File: src/sv/assert_macros.svh
// Assertion macros shared by the RTL. They expand to nothing for synthesis.
`ifndef ASSERT_MACROS_SVH
`define ASSERT_MACROS_SVH

`ifndef SYNTHESIS

// Checks a property on every rising edge outside reset.
`define VLPT_ASSERT(lbl, clk, rstn, prop, msg) \
  lbl: assert property (@(posedge clk) disable iff (!rstn) (prop)) else $error(msg);

// Checks that a condition is followed by another one on the next edge.
`define VLPT_ASSERT_NEXT(lbl, clk, rstn, pre, post, msg) \
  lbl: assert property (@(posedge clk) disable iff (!rstn) (pre) |=> (post)) else $error(msg);

`else

`define VLPT_ASSERT(lbl, clk, rstn, prop, msg)
`define VLPT_ASSERT_NEXT(lbl, clk, rstn, pre, post, msg)

`endif

`endif

File: src/sv/vlpt_pkg.sv
package vlpt_pkg;

  // Field and register widths.
  localparam int SAMPLE_W  = 10;
  localparam int LEVEL_W   = 10;
  localparam int HEIGHT_W  = 6;
  localparam int TOP_W     = 7;
  localparam int COLPIX_W  = 6;
  localparam int CFG_W     = 8;
  localparam int CFG_IDX_W = 2;
  localparam int FALL_W    = 8;

  // Divider operand widths: top times a level difference over an average span.
  localparam int NUM_W = TOP_W + LEVEL_W;
  localparam int DEN_W = LEVEL_W;

  localparam int WINDOW_LEN_DEF = 6;

  // Reset values of the configuration registers.
  localparam logic [CFG_W-1:0]    DC_OFFSET_RST   = 8'd0;
  localparam logic [CFG_W-1:0]    NOISE_FLOOR_RST = 8'd10;
  localparam logic [CFG_W-1:0]    PEAK_FALL_RST   = 8'd15;
  localparam logic [COLPIX_W-1:0] COLPIX_RST      = 6'd16;

  // Reset values of the tracking state.
  localparam logic [LEVEL_W-1:0] LEVEL_RST   = 10'd2;
  localparam logic [LEVEL_W-1:0] MIN_AVG_RST = 10'd0;
  localparam logic [LEVEL_W-1:0] MAX_AVG_RST = 10'd512;
  localparam logic [TOP_W-1:0]   PEAK_RST    = 7'd6;

  // Converter midpoint, as a 12-bit two's complement operand.
  localparam logic [11:0] SAMPLE_MID = 12'd512;

  // Extra rows above the column that make up the bar top.
  localparam logic [TOP_W-1:0] TOP_EXTRA = 7'd2;

  typedef enum logic [CFG_IDX_W-1:0] {
    CFG_DC_OFFSET     = 2'd0,
    CFG_NOISE_FLOOR   = 2'd1,
    CFG_PEAK_FALL     = 2'd2,
    CFG_COLUMN_PIXELS = 2'd3
  } cfg_idx_t;

  // Commands from the controller to the datapath.
  typedef struct packed {
    logic load;
    logic prep;
    logic setup;
    logic finish;
  } vlpt_cmd_t;

  // Status from the datapath to the controller.
  typedef struct packed {
    logic div_done;
    logic scan_done;
    logic out_free;
  } vlpt_sts_t;

endpackage

File: src/sv/vlpt_ram.sv
module vlpt_ram #(
  parameter int WIDTH = 10,
  parameter int DEPTH = 6
) (
  input  logic                             clk,
  input  logic                             we,
  input  logic [$clog2(DEPTH)-1:0]         waddr,
  input  logic [WIDTH-1:0]                 wdata,
  input  logic [$clog2(DEPTH)-1:0]         raddr,
  output logic [WIDTH-1:0]                 rdata
);

  logic [WIDTH-1:0] mem [DEPTH];

  // One write port and one registered read port.
  always_ff @(posedge clk) begin
    if (we) begin
      mem[waddr] <= wdata;
    end
    rdata <= mem[raddr];
  end

endmodule

File: src/sv/vlpt_div.sv
module vlpt_div #(
  parameter int NUM_W = vlpt_pkg::NUM_W,
  parameter int DEN_W = vlpt_pkg::DEN_W
) (
  input  logic             clk,
  input  logic             rst_n,
  input  logic             start,
  input  logic [NUM_W-1:0] dividend,
  input  logic [DEN_W-1:0] divisor,
  output logic [NUM_W-1:0] quotient,
  output logic             done
);

  localparam int CNT_W = $clog2(NUM_W + 1);

  logic [DEN_W-1:0] rem_r;
  logic [NUM_W-1:0] quo_r;
  logic [DEN_W-1:0] den_r;
  logic [CNT_W-1:0] cnt_r;
  logic             done_r;

  logic [DEN_W:0]   trial;
  logic [DEN_W:0]   diff;
  logic             ge;

  // One restoring step: shift in the next dividend bit and try to subtract.
  always_comb begin
    trial = {rem_r, quo_r[NUM_W-1]};
    diff  = trial - {1'b0, den_r};
    ge    = (trial >= {1'b0, den_r});
  end

  // Step counter and sticky done flag.
  always_ff @(posedge clk) begin
    if (!rst_n) begin
      cnt_r  <= '0;
      done_r <= 1'b0;
    end else if (start) begin
      cnt_r  <= CNT_W'(NUM_W);
      done_r <= 1'b0;
    end else if (cnt_r != '0) begin
      cnt_r  <= cnt_r - CNT_W'(1);
      done_r <= (cnt_r == CNT_W'(1));
    end
  end

  // Remainder and quotient shift register.
  always_ff @(posedge clk) begin
    if (start) begin
      rem_r <= '0;
      quo_r <= dividend;
      den_r <= divisor;
    end else if (cnt_r != '0) begin
      rem_r <= ge ? diff[DEN_W-1:0] : trial[DEN_W-1:0];
      quo_r <= {quo_r[NUM_W-2:0], ge};
    end
  end

  assign quotient = quo_r;
  assign done     = done_r;

endmodule

File: src/sv/vlpt_ctrl.sv
module vlpt_ctrl (
  input  logic                clk,
  input  logic                rst_n,
  input  logic                in_valid,
  output logic                in_ready,
  input  vlpt_pkg::vlpt_sts_t sts,
  output vlpt_pkg::vlpt_cmd_t cmd
);

  typedef enum logic [1:0] {
    S_IDLE,
    S_PREP,
    S_SETUP,
    S_RUN
  } state_t;

  state_t state_r;
  logic   in_ready_r;
  logic   finish;

  // A request finishes once the divider and the window scan are both done
  // and the output register can take the result.
  assign finish = (state_r == S_RUN) && sts.div_done && sts.scan_done && sts.out_free;

  always_comb begin
    cmd.load   = in_valid && in_ready_r;
    cmd.prep   = (state_r == S_PREP);
    cmd.setup  = (state_r == S_SETUP);
    cmd.finish = finish;
  end

  // Sequencer state and the registered ready.
  always_ff @(posedge clk) begin
    if (!rst_n) begin
      state_r    <= S_IDLE;
      in_ready_r <= 1'b1;
    end else begin
      unique case (state_r)
        S_IDLE: begin
          if (in_valid) begin
            state_r    <= S_PREP;
            in_ready_r <= 1'b0;
          end
        end
        S_PREP: begin
          state_r <= S_SETUP;
        end
        S_SETUP: begin
          state_r <= S_RUN;
        end
        S_RUN: begin
          if (finish) begin
            state_r    <= S_IDLE;
            in_ready_r <= 1'b1;
          end
        end
        default: begin
          state_r <= S_IDLE;
        end
      endcase
    end
  end

  assign in_ready = in_ready_r;

endmodule

File: src/sv/vlpt_dp.sv
module vlpt_dp #(
  parameter int WINDOW_LEN = vlpt_pkg::WINDOW_LEN_DEF
) (
  input  logic                                 clk,
  input  logic                                 rst_n,
  input  logic                                 cfg_we,
  input  logic [vlpt_pkg::CFG_IDX_W-1:0]       cfg_index,
  input  logic [vlpt_pkg::CFG_W-1:0]           cfg_data,
  input  logic [vlpt_pkg::SAMPLE_W-1:0]        in_mic_sample,
  input  vlpt_pkg::vlpt_cmd_t                  cmd,
  output vlpt_pkg::vlpt_sts_t                  sts,
  input  logic                                 out_ready,
  output logic                                 out_valid,
  output logic [vlpt_pkg::HEIGHT_W-1:0]        out_bar_height,
  output logic [vlpt_pkg::HEIGHT_W-1:0]        out_peak_height,
  output logic                                 out_peak_visible,
  output logic [vlpt_pkg::LEVEL_W-1:0]         out_smoothed_level
);

  localparam int LW  = vlpt_pkg::LEVEL_W;
  localparam int TW  = vlpt_pkg::TOP_W;
  localparam int NW  = vlpt_pkg::NUM_W;
  localparam int AW  = $clog2(WINDOW_LEN);
  localparam logic [AW-1:0] LAST_IDX = AW'(WINDOW_LEN - 1);

  // Configuration registers.
  logic [vlpt_pkg::CFG_W-1:0]    dc_off_r;
  logic [vlpt_pkg::CFG_W-1:0]    nfloor_r;
  logic [vlpt_pkg::FALL_W-1:0]   pff_r;
  logic [vlpt_pkg::COLPIX_W-1:0] colpix_r;

  // Tracking state.
  logic [LW-1:0]                 level_r;
  logic [LW-1:0]                 min_avg_r;
  logic [LW-1:0]                 max_avg_r;
  logic [TW-1:0]                 peak_r;
  logic [vlpt_pkg::FALL_W-1:0]   fall_cnt_r;
  logic [AW-1:0]                 win_idx_r;
  logic [WINDOW_LEN-1:0]         win_vld_r;

  // Per-request working registers.
  logic [vlpt_pkg::SAMPLE_W-1:0] mic_r;
  logic                          div_zero_r;
  logic                          res_zero_r;
  logic [LW-1:0]                 lo_r;
  logic [LW-1:0]                 hi_r;

  // Window scan control.
  logic                          scan_act_r;
  logic [AW-1:0]                 scan_addr_r;
  logic                          rd_pend_r;
  logic                          rd_first_r;
  logic                          rd_last_r;
  logic                          rd_vld_r;
  logic                          scan_done_r;
  logic [LW-1:0]                 ram_q;
  logic [LW-1:0]                 scan_val;

  // Output register.
  logic                          out_valid_r;
  logic [vlpt_pkg::HEIGHT_W-1:0] bar_r;
  logic [vlpt_pkg::HEIGHT_W-1:0] peak_out_r;
  logic                          vis_r;
  logic [LW-1:0]                 lvl_out_r;

  logic [TW-1:0]                 top_w;

  // Rectify and smoothing signals.
  logic [11:0]                   centered;
  logic [11:0]                   rect_full;
  logic [LW-1:0]                 rect;
  logic [LW-1:0]                 amp;
  logic [12:0]                   level_sum;
  logic [LW-1:0]                 level_nxt;
  logic [AW-1:0]                 win_idx_nxt;

  // Divider operand signals.
  logic [LW:0]                   lm;
  logic [LW:0]                   lm_neg;
  logic [LW-1:0]                 lm_mag;
  logic [NW-1:0]                 num_mag;
  logic [LW:0]                   dd;
  logic [LW:0]                   dd_neg;
  logic [LW-1:0]                 dd_mag;
  logic [NW-1:0]                 quot;
  logic                          div_done;

  // Finish signals.
  logic [TW-1:0]                 height;
  logic [TW-1:0]                 peak_nxt;
  logic [vlpt_pkg::FALL_W-1:0]   fall_inc;
  logic                          fall_hit;
  logic [LW-1:0]                 span;
  logic [LW:0]                   hi_adj;
  logic [16:0]                   min_sum;
  logic [16:0]                   max_sum;

  assign top_w = {1'b0, colpix_r} + vlpt_pkg::TOP_EXTRA;

  // Configuration writes.
  always_ff @(posedge clk) begin
    if (!rst_n) begin
      dc_off_r <= vlpt_pkg::DC_OFFSET_RST;
      nfloor_r <= vlpt_pkg::NOISE_FLOOR_RST;
      pff_r    <= vlpt_pkg::PEAK_FALL_RST;
      colpix_r <= vlpt_pkg::COLPIX_RST;
    end else if (cfg_we) begin
      unique case (vlpt_pkg::cfg_idx_t'(cfg_index))
        vlpt_pkg::CFG_DC_OFFSET:     dc_off_r <= cfg_data;
        vlpt_pkg::CFG_NOISE_FLOOR:   nfloor_r <= cfg_data;
        vlpt_pkg::CFG_PEAK_FALL:     pff_r    <= cfg_data;
        vlpt_pkg::CFG_COLUMN_PIXELS: colpix_r <= cfg_data[vlpt_pkg::COLPIX_W-1:0];
        default:                     dc_off_r <= dc_off_r;
      endcase
    end
  end

  // Rectify around the midpoint plus offset, remove the noise floor, smooth.
  always_comb begin
    centered  = {2'b00, mic_r} - vlpt_pkg::SAMPLE_MID - {{4{dc_off_r[7]}}, dc_off_r};
    rect_full = centered[11] ? (12'd0 - centered) : centered;
    rect      = rect_full[LW-1:0];
    amp       = (rect <= {2'b00, nfloor_r}) ? '0 : (rect - {2'b00, nfloor_r});
    level_sum = {level_r, 3'b000} - {3'b000, level_r} + {3'b000, amp};
    level_nxt = level_sum[12:3];
    win_idx_nxt = (win_idx_r == LAST_IDX) ? '0 : (win_idx_r + AW'(1));
  end

  // Divider operands: top times (level - min) over (max - min), as magnitudes.
  always_comb begin
    lm      = {1'b0, level_r} - {1'b0, min_avg_r};
    lm_neg  = (LW+1)'(0) - lm;
    lm_mag  = lm[LW] ? lm_neg[LW-1:0] : lm[LW-1:0];
    num_mag = {{LW{1'b0}}, top_w} * {{TW{1'b0}}, lm_mag};
    dd      = {1'b0, max_avg_r} - {1'b0, min_avg_r};
    dd_neg  = (LW+1)'(0) - dd;
    dd_mag  = dd[LW] ? dd_neg[LW-1:0] : dd[LW-1:0];
  end

  vlpt_div #(
    .NUM_W (NW),
    .DEN_W (LW)
  ) u_div (
    .clk      (clk),
    .rst_n    (rst_n),
    .start    (cmd.setup),
    .dividend (num_mag),
    .divisor  (dd_mag),
    .quotient (quot),
    .done     (div_done)
  );

  // Window of recent amplitudes; entries not yet written read as zero.
  vlpt_ram #(
    .WIDTH (LW),
    .DEPTH (WINDOW_LEN)
  ) u_win (
    .clk   (clk),
    .we    (cmd.prep),
    .waddr (win_idx_r),
    .wdata (amp),
    .raddr (scan_addr_r),
    .rdata (ram_q)
  );

  assign scan_val = rd_vld_r ? ram_q : '0;

  // Scan control: one read per cycle, data follows in the next cycle.
  always_ff @(posedge clk) begin
    if (!rst_n) begin
      scan_act_r  <= 1'b0;
      scan_addr_r <= '0;
      rd_pend_r   <= 1'b0;
      scan_done_r <= 1'b0;
    end else begin
      rd_pend_r <= scan_act_r;
      if (cmd.setup) begin
        scan_act_r  <= 1'b1;
        scan_addr_r <= '0;
        scan_done_r <= 1'b0;
      end else begin
        if (scan_act_r) begin
          if (scan_addr_r == LAST_IDX) begin
            scan_act_r <= 1'b0;
          end else begin
            scan_addr_r <= scan_addr_r + AW'(1);
          end
        end
        if (rd_pend_r && rd_last_r) begin
          scan_done_r <= 1'b1;
        end
      end
    end
  end

  // Scan data path: running minimum and maximum.
  always_ff @(posedge clk) begin
    rd_first_r <= (scan_addr_r == '0);
    rd_last_r  <= (scan_addr_r == LAST_IDX);
    rd_vld_r   <= win_vld_r[scan_addr_r];
    if (rd_pend_r) begin
      if (rd_first_r) begin
        lo_r <= scan_val;
        hi_r <= scan_val;
      end else begin
        if (scan_val < lo_r) begin
          lo_r <= scan_val;
        end
        if (scan_val > hi_r) begin
          hi_r <= scan_val;
        end
      end
    end
  end

  // Height, peak hold, fall step and average tracking at the end of a request.
  always_comb begin
    if (div_zero_r) begin
      height = top_w;
    end else if (res_zero_r) begin
      height = '0;
    end else if (quot > {{LW{1'b0}}, top_w}) begin
      height = top_w;
    end else begin
      height = quot[TW-1:0];
    end
    peak_nxt = (height > peak_r) ? height : peak_r;
    fall_inc = fall_cnt_r + vlpt_pkg::FALL_W'(1);
    fall_hit = (fall_inc >= pff_r);
    span     = hi_r - lo_r;
    hi_adj   = ({1'b0, span} < {4'b0000, top_w}) ?
               ({1'b0, lo_r} + {4'b0000, top_w}) : {1'b0, hi_r};
    min_sum  = {1'b0, min_avg_r, 6'b000000} - {7'b0000000, min_avg_r} + {7'b0000000, lo_r};
    max_sum  = {1'b0, max_avg_r, 6'b000000} - {7'b0000000, max_avg_r} + {6'b000000, hi_adj};
  end

  // Architectural state with reset values.
  always_ff @(posedge clk) begin
    if (!rst_n) begin
      level_r     <= vlpt_pkg::LEVEL_RST;
      min_avg_r   <= vlpt_pkg::MIN_AVG_RST;
      max_avg_r   <= vlpt_pkg::MAX_AVG_RST;
      peak_r      <= vlpt_pkg::PEAK_RST;
      fall_cnt_r  <= '0;
      win_idx_r   <= '0;
      win_vld_r   <= '0;
      out_valid_r <= 1'b0;
    end else begin
      if (cmd.prep) begin
        level_r              <= level_nxt;
        win_idx_r            <= win_idx_nxt;
        win_vld_r[win_idx_r] <= 1'b1;
      end
      if (cmd.finish) begin
        min_avg_r <= min_sum[15:6];
        max_avg_r <= max_sum[15:6];
        if (fall_hit) begin
          fall_cnt_r <= '0;
          peak_r     <= (peak_nxt != '0) ? (peak_nxt - TW'(1)) : peak_nxt;
        end else begin
          fall_cnt_r <= fall_inc;
          peak_r     <= peak_nxt;
        end
        out_valid_r <= 1'b1;
      end else if (out_ready) begin
        out_valid_r <= 1'b0;
      end
    end
  end

  // Request payload and result register.
  always_ff @(posedge clk) begin
    if (cmd.load) begin
      mic_r <= in_mic_sample;
    end
    if (cmd.setup) begin
      div_zero_r <= (dd == '0);
      res_zero_r <= lm[LW] ^ dd[LW];
    end
    if (cmd.finish) begin
      bar_r      <= height[vlpt_pkg::HEIGHT_W-1:0];
      peak_out_r <= peak_nxt[vlpt_pkg::HEIGHT_W-1:0];
      vis_r      <= (peak_nxt != '0) && (peak_nxt < {1'b0, colpix_r});
      lvl_out_r  <= level_r;
    end
  end

  always_comb begin
    sts.div_done  = div_done;
    sts.scan_done = scan_done_r;
    sts.out_free  = !out_valid_r || out_ready;
  end

  assign out_valid          = out_valid_r;
  assign out_bar_height     = bar_r;
  assign out_peak_height    = peak_out_r;
  assign out_peak_visible   = vis_r;
  assign out_smoothed_level = lvl_out_r;

endmodule

File: src/sv/vu_level_peak_tracker_unit.sv
// A request passes from accept through the prep and setup states to the run state,
// which waits for the 17-step divider, the window scan and a free output register.
// One request is in flight at a time; the next request is taken while a result waits.
// Reset (synchronous, active low) restores the configuration, control and tracking
// state and marks every window entry as zero at once; no clearing pass.
`include "assert_macros.svh"

module vu_level_peak_tracker_unit #(
  parameter int WINDOW_LEN = vlpt_pkg::WINDOW_LEN_DEF
) (
  input  logic                           clk,
  input  logic                           rst_n,
  input  logic                           cfg_valid,
  output logic                           cfg_ready,
  input  logic [vlpt_pkg::CFG_IDX_W-1:0] cfg_index,
  input  logic [vlpt_pkg::CFG_W-1:0]     cfg_data,
  input  logic                           in_valid,
  output logic                           in_ready,
  input  logic [vlpt_pkg::SAMPLE_W-1:0]  in_mic_sample,
  output logic                           out_valid,
  input  logic                           out_ready,
  output logic [vlpt_pkg::HEIGHT_W-1:0]  out_bar_height,
  output logic [vlpt_pkg::HEIGHT_W-1:0]  out_peak_height,
  output logic                           out_peak_visible,
  output logic [vlpt_pkg::LEVEL_W-1:0]   out_smoothed_level
);

  vlpt_pkg::vlpt_cmd_t cmd;
  vlpt_pkg::vlpt_sts_t sts;

  // Configuration writes are always taken.
  assign cfg_ready = 1'b1;

  vlpt_ctrl u_ctrl (
    .clk      (clk),
    .rst_n    (rst_n),
    .in_valid (in_valid),
    .in_ready (in_ready),
    .sts      (sts),
    .cmd      (cmd)
  );

  vlpt_dp #(
    .WINDOW_LEN (WINDOW_LEN)
  ) u_dp (
    .clk                (clk),
    .rst_n              (rst_n),
    .cfg_we             (cfg_valid && cfg_ready),
    .cfg_index          (cfg_index),
    .cfg_data           (cfg_data),
    .in_mic_sample      (in_mic_sample),
    .cmd                (cmd),
    .sts                (sts),
    .out_ready          (out_ready),
    .out_valid          (out_valid),
    .out_bar_height     (out_bar_height),
    .out_peak_height    (out_peak_height),
    .out_peak_visible   (out_peak_visible),
    .out_smoothed_level (out_smoothed_level)
  );

  // Only one request is worked on at a time.
  `VLPT_ASSERT_NEXT(a_one_in_flight, clk, rst_n, in_valid && in_ready, !in_ready, "second request accepted while busy")

  // A result is only written once the divider and the scan have both completed.
  `VLPT_ASSERT(a_finish_ready, clk, rst_n, cmd.finish |-> (sts.div_done && sts.scan_done), "finish before units done")

  // Finishing a request always presents a result on the next cycle.
  `VLPT_ASSERT_NEXT(a_finish_out, clk, rst_n, cmd.finish, out_valid, "result missing after finish")

  // The controller issues at most one command per cycle.
  `VLPT_ASSERT(a_cmd_onehot, clk, rst_n, $onehot0({cmd.load, cmd.prep, cmd.setup, cmd.finish}), "overlapping commands")

endmodule

File: config.mk
export PLATFORM = sky130hd
export DESIGN_NAME = vu_level_peak_tracker_unit
export DESIGN_NICKNAME = d
export VERILOG_FILES = /design/src/sv/vlpt_pkg.sv /design/src/sv/vlpt_ram.sv /design/src/sv/vlpt_div.sv /design/src/sv/vlpt_ctrl.sv /design/src/sv/vlpt_dp.sv /design/src/sv/vu_level_peak_tracker_unit.sv
export VERILOG_INCLUDE_DIRS = /design/src /design/src/sv
export SDC_FILE = /design/constraint.sdc
export NUM_CORES = 1
export LEC_CHECK = 0
export BUFFER_PORTS_ARGS = -buffer_cell sky130_fd_sc_hd__buf_4
export CAP_MARGIN = 25
export CORE_MARGIN = 1.5
export CORE_UTILIZATION = 58
export DETAILED_ROUTE_END_ITERATION = 16
export PLACE_DENSITY = 0.75
export SETUP_SLACK_MARGIN = 0.05
export SLEW_MARGIN = 10
export SYNTH_ARGS = -nofsm -noshare
export SYNTH_HDL_FRONTEND = slang
export SYNTH_SLANG_ARGS = --single-unit
File: constraint.sdc
create_clock -name clk -period 7.2 [get_ports clk]
set_input_delay 1.8 -clock clk [delete_from_list [all_inputs] [get_ports clk]]
set_output_delay 1.8 -clock clk [all_outputs]
set_load 0.1 [all_outputs]
==> results.ini, run 1 <==
[finish]
final_area_sq_mm=0.0211
layout_common_cells=ha_1, inv_1, nor2_1, edfxtp_1, nand2_1
layout.nets=2345
mostFrequentLayoutCell=ha_1
n_antenna_cell=0
synthToLayoutAreaGrowth_pct=12.7
nFillCells=2482
stdcell_count=2468
drive_gt1_frac=0.122

[logic_synthesis]
syn_nets=2254
seq_area_frac_synth=0.359
synth_edf_count=142
yosysWarnings=0
synthArstFlopShare=0
netlist_instances=1951
avgSynthCellArea_sq_um=9.61
synth_ff_type=edfxtp_1
synth_seq_cells=265
synth_cell_type_count=78
syn_area_sq_mm=0.0187

[drt]
first_iter_violations=896
routed_wl_mm=44.1
first_pass_iters=5
drc_errors=0
avgRoutedWirePerCell_microns=17.9
vias_per_cell=5.80
route.vias.total=14300
ant_nets=0

[clock_tree]
cts_made_buffers=30
cts_hold_buf=0
htree_levels=1
cts.sinks=265
cts.clk_slew.worst_paths_ps=60
cts_root_buf=clkbuf_16
clockBufferDepth=3
clk_latency_ps=590
cts_tree=done

[critical_path]
cp.arrival_ps=7430
required_ps=7520
endpoint_kind=flop
cp-start-kind=flop
critPathTopFamily=adder cells
cp_num_buf_inv=8
crit_type=reg2reg
cp_max_fo=6
reg2reg_slack_ps=90
slowest_stage=fa_1
cp_common_cell=a21oi_2
max_stage_delay_ps=550

[global_route]
grt_pass1_wl_mm=71.4
grt_pass1_vias=14500
overflow=0
grt_use_total=0.267
antenna_found_initial=0
grt_max_degree=43

[die]
start_util=0.591
io_pins=51
core_sq_mm=0.0317
die_x_microns=183
num_rows=65
die_h_microns=183
die_area_sq_mm=0.0334

[sta]
period_minus_slack_ps=7110
fmax_mhz=141
tightest_slew_ps=847
final.period_utilization=0.988
slew_violations=0
setup_viol=0
slew_headroom=0.435
rsz0062_at_grt=yes
hold_viol_final=0
fin_skew_ps=33.2

[run_status]
status=finished, final reports clean

[placement]
dpl.hpwl_mm=32.8
place_congestion=0.911
place_area_sq_mm=0.0198
io_buffers=49
placed_cells=2399

[run]
cap_violations=0

[min_path]
hp-class=reg2reg

## metal layers
layer | share of wire | up-vias | global-route usage | wire [microns]
li1 | - | 6960 | - | -
met1 | 0.43 | 6924 | 0.338 | 19100
met2 | 0.48 | 345 | 0.468 | 21200
met3 | 0.052 | 93 | 0.0373 | 2300
met4 | 0.034 | 0 | 0.0918 | 1510
met5 | 0 | - | 0 | 0
## per-stage QoR
stage	utilization	setup WS, ps	setup TNS (ps)	hold WS, ps
2_1_floorplan	-	64.8	0	421
3_3_place_gp	0.623	15.2	0	434
3_5_place_dp	0.624	-162	-273	445
4_1_cts	0.658	5.85	0	451
5_1_grt	0.666	-230	-477	470
6_report	0.666	85.5	0	451
## logic make-up (layout without fill, tap and decap cells)
family          count (synthesis)  in the layout  synth area share
simple gates                  570            570             0.145
compound gates                385            385             0.134
fa+ha+maj                     278            278             0.210
buf+inv                       268            383            0.0540
flops                         265            265             0.359
xor+xnor                      125            125            0.0584
mux                            59             59            0.0400
other cells                     1              1          0.000200
## layout make-up
cell class	instances	area, sq um	area share
Clock buffer	39	816	0.0386
Tap cell	402	503	0.0238
Sequential cell	265	6730	0.319
Timing Repair Buffer	107	815	0.0386
Clock inverter	17	196	0.00930
Multi-Input combinational cell	1418	11200	0.532
Inverter	220	826	0.0391
## registers in the layout, indices dropped and copies added (netlist names), 10 cells and up
register                 cells
u_dp.hi_r                   10
u_dp.level_r                10
u_dp.lo_r                   10
u_dp.max_avg_r              10
u_dp.mic_r                  10
u_dp.min_avg_r              10
u_dp.out_smoothed_level     10
u_dp.u_div.den_r            10
u_dp.u_div.quotient         17
u_dp.u_div.rem_r            10
u_dp.u_win.mem              60
u_dp.u_win.rdata            10
## worst register-to-register path, delay by kind of cell, from the launching register on
family | cells | cell delay [ps]
XOR/XNOR | 2 | 310
AO/OA/AOI/OAI | 12 | 2010
multiplexers | 1 | 260
buffers and inverters | 8 | 730
AND/OR/NAND/NOR | 5 | 380
flip-flops | 1 | 320
adder cells (fa/ha/maj) | 7 | 2840
## path summary, 6_finish.rpt
kind,from,cells past startpoint,to
max,u_dp.level_r[0],35,u_dp.u_div.quotient[16]
min,u_dp.min_avg_r[1],2,u_dp.min_avg_r[1]
max reg2reg,u_dp.level_r[0],35,u_dp.u_div.quotient[16]
min reg2reg,u_dp.min_avg_r[1],2,u_dp.min_avg_r[1]
## cell usage after synthesis (all sizes together) (5+ instances only)
| master | number | area, sq um |
|---|---|---|
| inv | 218 | 818 |
| ha | 217 | 2720 |
| nor2 | 199 | 747 |
| edfxtp | 142 | 4260 |
| a21oi | 136 | 681 |
| nand2 | 134 | 503 |
| dfxtp | 123 | 2460 |
| xnor2 | 85 | 744 |
| fa | 61 | 1220 |
| o21ai | 61 | 309 |
| a21o | 49 | 368 |
| nor3 | 41 | 215 |
| xor2 | 40 | 350 |
| clkbuf | 39 | 146 |
| nand2b | 38 | 238 |
| mux2i | 31 | 310 |
| nand3 | 30 | 150 |
| and2 | 24 | 150 |
| nor2b | 23 | 144 |
| a211oi | 22 | 175 |
| o21a | 20 | 150 |
| o21bai | 19 | 143 |
| mux2 | 17 | 191 |
| and3 | 14 | 87.6 |
| or3 | 13 | 86.3 |
| a31oi | 11 | 83.8 |
| mux4 | 11 | 248 |
| nand4 | 11 | 68.8 |
| o211ai | 11 | 87.6 |
| o31ai | 11 | 87.6 |
| or2 | 11 | 68.8 |
| buf | 9 | 40.0 |
| nand3b | 9 | 67.6 |
| nor4 | 7 | 43.8 |
| a21boi | 6 | 45.0 |
| nor3b | 6 | 45.0 |
| o22ai | 5 | 31.3 |
## repair_timing
item | 4_1_cts | 5_1_grt
setup endpoints to repair | 4 | 19
setup buffers | 3 | 9
resized for setup | 4 | 48
pin swaps | 5 | 32
Power of run 1 is not shown: default switching activity piles up to over one toggle a cycle in this logic, so the estimate is an artifact.
==> run 2, diff against run 1 <==
- PLACE_DENSITY: 0.75 -> 0.76
- SETUP_SLACK_MARGIN: 0.05 -> 0.4
- SYNTH_HIERARCHICAL: unset -> 1
==> run 2 against run 1 <==
Critical endpoint is now u_dp/u_div/quotient[16]; synthesized cell count is 2.0% higher; final cell count rose by 3.6%; register-to-register slack improved by 260 ps; via count increased by 2.8%; design area up 2.6%; wire length increased by 3.2%.
==> results.ini, run 2 <==
[run_status]
status=finished, final reports clean

[pwr]
ir_drop_v=0.000724
p_leak_nw=9.42
p_per_area_mw_per_mm2=539
power.total_w=0.0117

[die]
io_pins=51  ; unchanged
die_x_microns=185  ; +1.0%
die_area_sq_mm=0.0341  ; +2.1%
num_rows=66  ; +1.5%
die_h_microns=185  ; +1.0%
start_util=0.588  ; -0.00260
core_sq_mm=0.0325  ; +2.6%

[drt]
avgRoutedWirePerCell_microns=17.8  ; -0.36%
drc_errors=0  ; unchanged
first_pass_iters=5  ; unchanged
ant_nets=0  ; unchanged
vias_per_cell=5.76  ; -0.78%
first_iter_violations=1047  ; +17%
route.vias.total=14700  ; +2.8%
routed_wl_mm=45.5  ; +3.2%

[logic_synthesis]
yosysWarnings=6  ; +6
synthMostInstantiatedCell=inv_1
synth_largest_area_cell=edfxtp_1
synth_cell_type_count=94  ; +21%
syn_area_sq_mm=0.0191  ; +2.1%
avgSynthCellArea_sq_um=9.62  ; +0.13%
netlist_instances=1990  ; +2.0%
synthTopCellsByArea=edfxtp_1, ha_1, dfxtp_1
synth_ff_type=edfxtp_1
seq_area_frac_synth=0.351  ; -0.00748
synthArstFlopShare=0  ; unchanged
syn_nets=2292  ; +1.7%
yosys-top-cells-count=inv_1, ha_1, nor2_1, edfxtp_1, dfxtp_1
synth_top_area_share=0.223  ; -0.00474
synth_edf_count=142  ; unchanged
synth_seq_cells=265  ; unchanged

[sta]
period_minus_slack_ps=6850  ; -261 ps
rsz0062_at_grt=yes
worst_slack_ps=347  ; +261 ps
fmax_mhz=146  ; +3.8%
fin_skew_ps=18.9  ; -14.3 ps
slew_violations=0  ; unchanged
final.period_utilization=0.952  ; -0.0363
setup_viol=0  ; unchanged
hold_viol_final=0  ; unchanged
holdWs_ps=450  ; -1.04 ps
slew_headroom=0.315  ; -0.119
fin_tns_setup_ps=0  ; unchanged
tightest_slew_ps=1020  ; +177 ps

[placement]
dpl_worst_slack_ps=-131  ; +31.8 ps
place_area_sq_mm=0.0201  ; +1.5%
place_congestion=0.898  ; -1.4%
dpl.hpwl_mm=33.3  ; +1.7%
io_buffers=49  ; unchanged

[run]
cap_violations=0  ; unchanged

[critical_path]
cp.arrival_ps=7180  ; -250 ps
reg2reg_from=u_dp/level_r[0]
reg2reg_slack_ps=350  ; +260 ps
max_stage_delay_ps=560  ; about the same
cp_max_fo=5  ; -1
slowest_stage=fa_1
r2r_end=u_dp/u_div/quotient[16]
endpoint_kind=flop
worst-path-stages=32  ; -8.6%
crit_start=u_dp/level_r[0]
cp-start-kind=flop
crit_type=reg2reg
critPathTopFamily=adder cells
required_ps=7530  ; about the same
cp-endpoint=u_dp/u_div/quotient[16]
cp_num_buf_inv=9  ; +1
reg2reg_depth=32  ; -8.6%
cp_common_cell=buf_4

[global_route]
grt_pass1_wl_mm=73.0  ; +2.3%
grt_pass1_vias=14500  ; -0.048%
grt_max_degree=60  ; +40%
overflow=0  ; unchanged
antenna_found_initial=0  ; unchanged
grt_use_total=0.269  ; +0.00231

[finish]
n_antenna_cell=0  ; unchanged
drive_gt1_frac=0.135  ; +0.0124
layout.nets=2393  ; +2.0%
final_area_sq_mm=0.0217  ; +2.6%
synthToLayoutAreaGrowth_pct=13.2
nFillCells=2537  ; +2.2%
largest_reg_flops=60  ; unchanged
mostFrequentLayoutCell=inv_1
layout_common_cells=inv_1, ha_1, nor2_1, edfxtp_1, dfxtp_1
top_register=u_dp/u_win/mem

[clock_tree]
htree_levels=1  ; unchanged
cts_tree=done
cts.clk_slew.worst_paths_ps=60  ; about the same
cts_root_buf=clkbuf_16
cts.sinks=265  ; unchanged
clockBufferDepth=3  ; unchanged
cts_made_buffers=29  ; -3.3%
cts_hold_buf=0  ; unchanged
clk_latency_ps=580  ; about the same

[min_path]
hp-class=reg2reg

-- run 2: cell count changes after synthesis, moves of 7 or more --
cell	change
nand2_1	-15
mux4_2	-10
xor2_1	+7
nand3_1	+11
a21oi_1	-15
a22o_1	+12
inv_1	+9
nor2_1	+11
xnor2_1	-12
mux2i_1	+41
-- run 2: stage by stage --
| stage | util | cells |
|---|---|---|
| CTS | 0.657 | 2537 |
| global placement | 0.618 | 2463 |
| detailed placement | 0.618 | 2463 |
| finish | 0.666 | 2556 |
| global route | 0.666 | 2556 |
| floorplan | - | 1990 |
-- run 2: how the worst min path moves through the flow --
stage                    start        endpoint  cells past startpoint
2_1_floorplan  u_dp/scan_act_r  u_dp/rd_pend_r                      1
3_3_place_gp   u_dp/scan_act_r  u_dp/rd_pend_r                      1
3_5_place_dp   u_dp/scan_act_r  u_dp/rd_pend_r                      1
4_1_cts        u_dp/scan_act_r  u_dp/rd_pend_r                      1
5_1_grt        u_dp/scan_act_r  u_dp/rd_pend_r                      1
6_report       u_dp/scan_act_r  u_dp/rd_pend_r                      1
-- run 2: worst reg2reg max path, delay by kind of cell (launching register included) --
| family | cells | cell delay, ps |
|---|---|---|
| simple gates | 5 | 970 |
| xor+xnor | 3 | 350 |
| fa+ha+maj | 7 | 2780 |
| mux | 1 | 260 |
| compound gates | 7 | 1050 |
| flops | 1 | 330 |
| buf+inv | 9 | 840 |
-- run 2: logic make-up (layout without fill, tap and decap cells) --
family,after synthesis,count (layout),share of synthesized area
adder cells (fa/ha/maj),277,277,0.205
AO/OA/AOI/OAI,397,397,0.140
flip-flops,265,265,0.351
other,1,1,0.000196
buffers and inverters,279,403,0.0588
XOR/XNOR,120,120,0.0549
AND/OR/NAND/NOR,556,556,0.138
multiplexers,95,95,0.0520
-- run 2: cell type report --
type / count / area [sq um] / share of cell area
clock buffers: 39 / 763 / 0.0352
clock inverters: 15 / 228 / 0.0105
inverters: 231 / 867 / 0.0400
multi-input cells: 1446 / 11600 / 0.536
flip-flops and latches: 265 / 6730 / 0.311
well taps: 442 / 553 / 0.0255
repair buffers: 118 / 906 / 0.0418
-- run 2: timing repair --
action                     in CTS  in global routing
buffers inserted               20                 16
gates resized for setup        33                 31
pin swaps                      33                 41
setup endpoints to repair       7                 13
gates cloned                    0                  0
-- run 2: layer usage --
metal | routed length [microns] | track usage | part of all wire | vias to the layer above
met4 | 1430 | 0.0823 | 0.031 | 0
li1 | - | - | - | 7138
met5 | 0 | 0 | 0 | -
met3 | 2660 | 0.0381 | 0.058 | 98
met2 | 21800 | 0.465 | 0.48 | 425
met1 | 19700 | 0.349 | 0.43 | 7056
-- run 2: power by group --
part / switching [W] / leakage (nW) / internal (W)
combinational: 0.00433 / 6.62 / 0.00353
sequential: 0.000195 / 2.32 / 0.00205
clock: 0.000636 / 0.472 / 0.000930
Note: power is estimated with default switching activity, not from simulation.
==> run 3, diff against run 2 <==
- ABC_AREA: unset -> 1
==> run 3 against run 2 <==
Worst setup slack gained 110 ps; final cell count grew 18%; highest routed layer unchanged; critical endpoint is now u_dp/u_div/quotient[15]; wire length grew 6.6%; die area grew 2.4%; first-iteration DRC count grew 18%; design area grew 2.2%; core utilization shrank 0.37 points; critical path type unchanged.
==> results.ini, run 3 <==
[logic_synthesis]
yosysWarnings=6  ; unchanged
synth_top_area_share=0.217  ; -0.00540
synth_largest_area_cell=edfxtp_1
synth_edf_count=142  ; unchanged
netlist_instances=2455  ; +23%
yosys-top-cells-count=nand2_1, inv_1, ha_1, a21oi_1, nor2_1
synthMostInstantiatedCell=nand2_1
synth_ff_type=edfxtp_1
seq_area_frac_synth=0.343  ; -0.00851
synthArstFlopShare=0  ; unchanged
synth_seq_cells=265  ; unchanged
syn_nets=2757  ; +20%
synthTopCellsByArea=edfxtp_1, ha_1, dfxtp_1
synth_cell_type_count=59  ; -37%
syn_area_sq_mm=0.0196  ; +2.5%
avgSynthCellArea_sq_um=7.99  ; -17%

[global_route]
grt_pass1_vias=15900  ; +9.8%
grt_max_degree=53  ; -12%
grt_use_total=0.268  ; -0.000572
antenna_found_initial=0  ; unchanged
grt_pass1_wl_mm=77.0  ; +5.5%
overflow=0  ; unchanged

[placement]
place_area_sq_mm=0.0205  ; +1.8%
dpl_worst_slack_ps=-88.9  ; +41.6 ps
io_buffers=49  ; unchanged
place_congestion=0.914  ; +1.8%
placed_cells=2927  ; +19%
dpl.hpwl_mm=35.4  ; +6.2%

[sta]
tightest_slew_ps=992  ; -31.4 ps
period_minus_slack_ps=6740  ; -109 ps
slew_headroom=0.336  ; +0.0210
fmax_mhz=148  ; +1.6%
hold_viol_final=0  ; unchanged
fin_skew_ps=30.5  ; +11.7 ps
rsz0062_at_grt=yes
slew_violations=0  ; unchanged
holdWs_ps=443  ; -7.74 ps
final.period_utilization=0.937  ; -0.0152
setup_viol=0  ; unchanged
worst_slack_ps=456  ; +109 ps

[die]
core_sq_mm=0.0334  ; +2.8%
io_pins=51  ; unchanged
die_h_microns=187  ; +1.2%
die_x_microns=187  ; +1.2%
num_rows=67  ; +1.5%
start_util=0.587  ; -0.00183
die_area_sq_mm=0.0349  ; +2.4%

[clock_tree]
cts.sinks=265  ; unchanged
cts_hold_buf=0  ; unchanged
cts.clk_slew.worst_paths_ps=60  ; about the same
cts_root_buf=clkbuf_16
clockBufferDepth=3  ; unchanged
cts_tree=done
cts_made_buffers=30  ; +3.4%
clk_latency_ps=590  ; about the same
htree_levels=1  ; unchanged

[finish]
layout.nets=2855  ; +19%
stdcell_count=3025  ; +18%
mostFrequentLayoutCell=nand2_1
layout_common_cells=nand2_1, inv_1, ha_1, a21oi_1, nor2_1
n_antenna_cell=0  ; unchanged
top_register=u_dp/u_win/mem
largest_reg_flops=60  ; unchanged
nFillCells=2660  ; +4.8%
final_area_sq_mm=0.0222  ; +2.2%
synthToLayoutAreaGrowth_pct=12.9
drive_gt1_frac=0.113  ; -0.0219

[critical_path]
crit_type=reg2reg
reg2reg_from=u_dp/level_r[0]
r2r_end=u_dp/u_div/quotient[15]
cp-endpoint=u_dp/u_div/quotient[15]
required_ps=7530  ; about the same
worst-path-stages=35  ; +9.4%
critPathTopFamily=adder cells
cp-start-kind=flop
reg2reg_depth=35  ; +9.4%
cp.arrival_ps=7070  ; -110 ps
reg2reg_slack_ps=460  ; +110 ps
slowest_stage=fa_1
cp_max_fo=4  ; -1
cp_num_buf_inv=9  ; unchanged
crit_start=u_dp/level_r[0]
cp_common_cell=fa_1
max_stage_delay_ps=560  ; about the same
endpoint_kind=flop

[drt]
drc_errors=0  ; unchanged
drt-met1-wl_mm=20.6  ; +4.5%
routed_wl_mm=48.5  ; +6.6%
ant_nets=0  ; unchanged
wl_met2_mm=23.0  ; +5.5%
route.vias.total=16600  ; +13%
wl_met3_mm=2.95  ; +11%
first_pass_iters=7  ; +2
first_iter_violations=1233  ; +18%
avgRoutedWirePerCell_microns=16.0  ; -10%
top_layer_used=met4
vias_per_cell=5.50  ; -4.5%

[run_status]
status=finished, final reports clean

[min_path]
worstHoldStart=u_dp/scan_act_r
hp-class=reg2reg

[run]
cap_violations=0  ; unchanged

-- run 3: cell count changes in the layout (fill, tap and decap cells not counted), sizes merged, moves of 58 or more --
| cell | before | now |
|---|---|---|
| a21oi | 124 | 193 |
| mux2i | 72 | 0 |
| inv | 233 | 432 |
| nand2 | 119 | 539 |
| nand3 | 42 | 132 |
| o21ai | 71 | 129 |
-- run 3: worst min-delay path by stage --
stage / end / slack [ps] / depth (start not counted)
finish: u_dp/rd_pend_r / 440 / 2
global route: u_dp/rd_pend_r / 460 / 2
CTS: u_dp/rd_pend_r / 440 / 2
detailed placement: u_dp/rd_pend_r / 440 / 2
global placement: u_dp/rd_pend_r / 430 / 2
floorplan: u_dp/rd_pend_r / 420 / 2
-- run 3: timing repair --
action / 4_1_cts / 5_1_grt
cloned: 0 / 1
resized for setup: 20 / 51
pin swaps: 21 / 50
setup buffers: 19 / 17
endpoints found under the setup margin: 5 / 10
-- run 3: worst register-to-register path: cells and delay by family, from the launching register on --
family / cells / cell delay, ps
buffers and inverters: 9 / 810
DFF: 1 / 320
and+or+nand+nor: 6 / 720
xor gates and xnor gates: 2 / 320
adders and majority gates: 7 / 2850
AOI/OAI and AO/OA: 11 / 1430
-- run 3: final cells by class --
class | count | area [sq um] | area share
multi-input cells | 1709 | 11300 | 0.509
flip-flops and latches | 265 | 6730 | 0.304
inverters | 437 | 1640 | 0.0742
repair buffers | 110 | 831 | 0.0375
clock buffers | 38 | 811 | 0.0366
well taps | 448 | 561 | 0.0253
clock inverters | 18 | 299 | 0.0135
-- run 3: routing by layer --
layer / vias to the layer above / track usage
met3: 134 / 0.0328
met1: 7751 / 0.340
li1: 8174 / -
met5: - / 0
met2: 581 / 0.465
met4: 0 / 0.109
-- run 3: kinds of logic after synthesis --
logic type,after synthesis,synth area share
AOI/OAI and AO/OA,394,0.112
xor gates and xnor gates,90,0.0402
adders and majority gates,277,0.200
buffers and inverters,481,0.0948
DFF,265,0.343
other,1,0.000191
and+or+nand+nor,947,0.210
-- run 3: per-stage QoR --
step | util | setup TNS, ps
after floorplan | - | 0
after global placement | 0.612 | 0
after detailed placement | 0.612 | -121
after CTS | 0.652 | 0
after global routing | 0.662 | 0
final | 0.662 | 0
Power of run 3 is left out for the same reason.
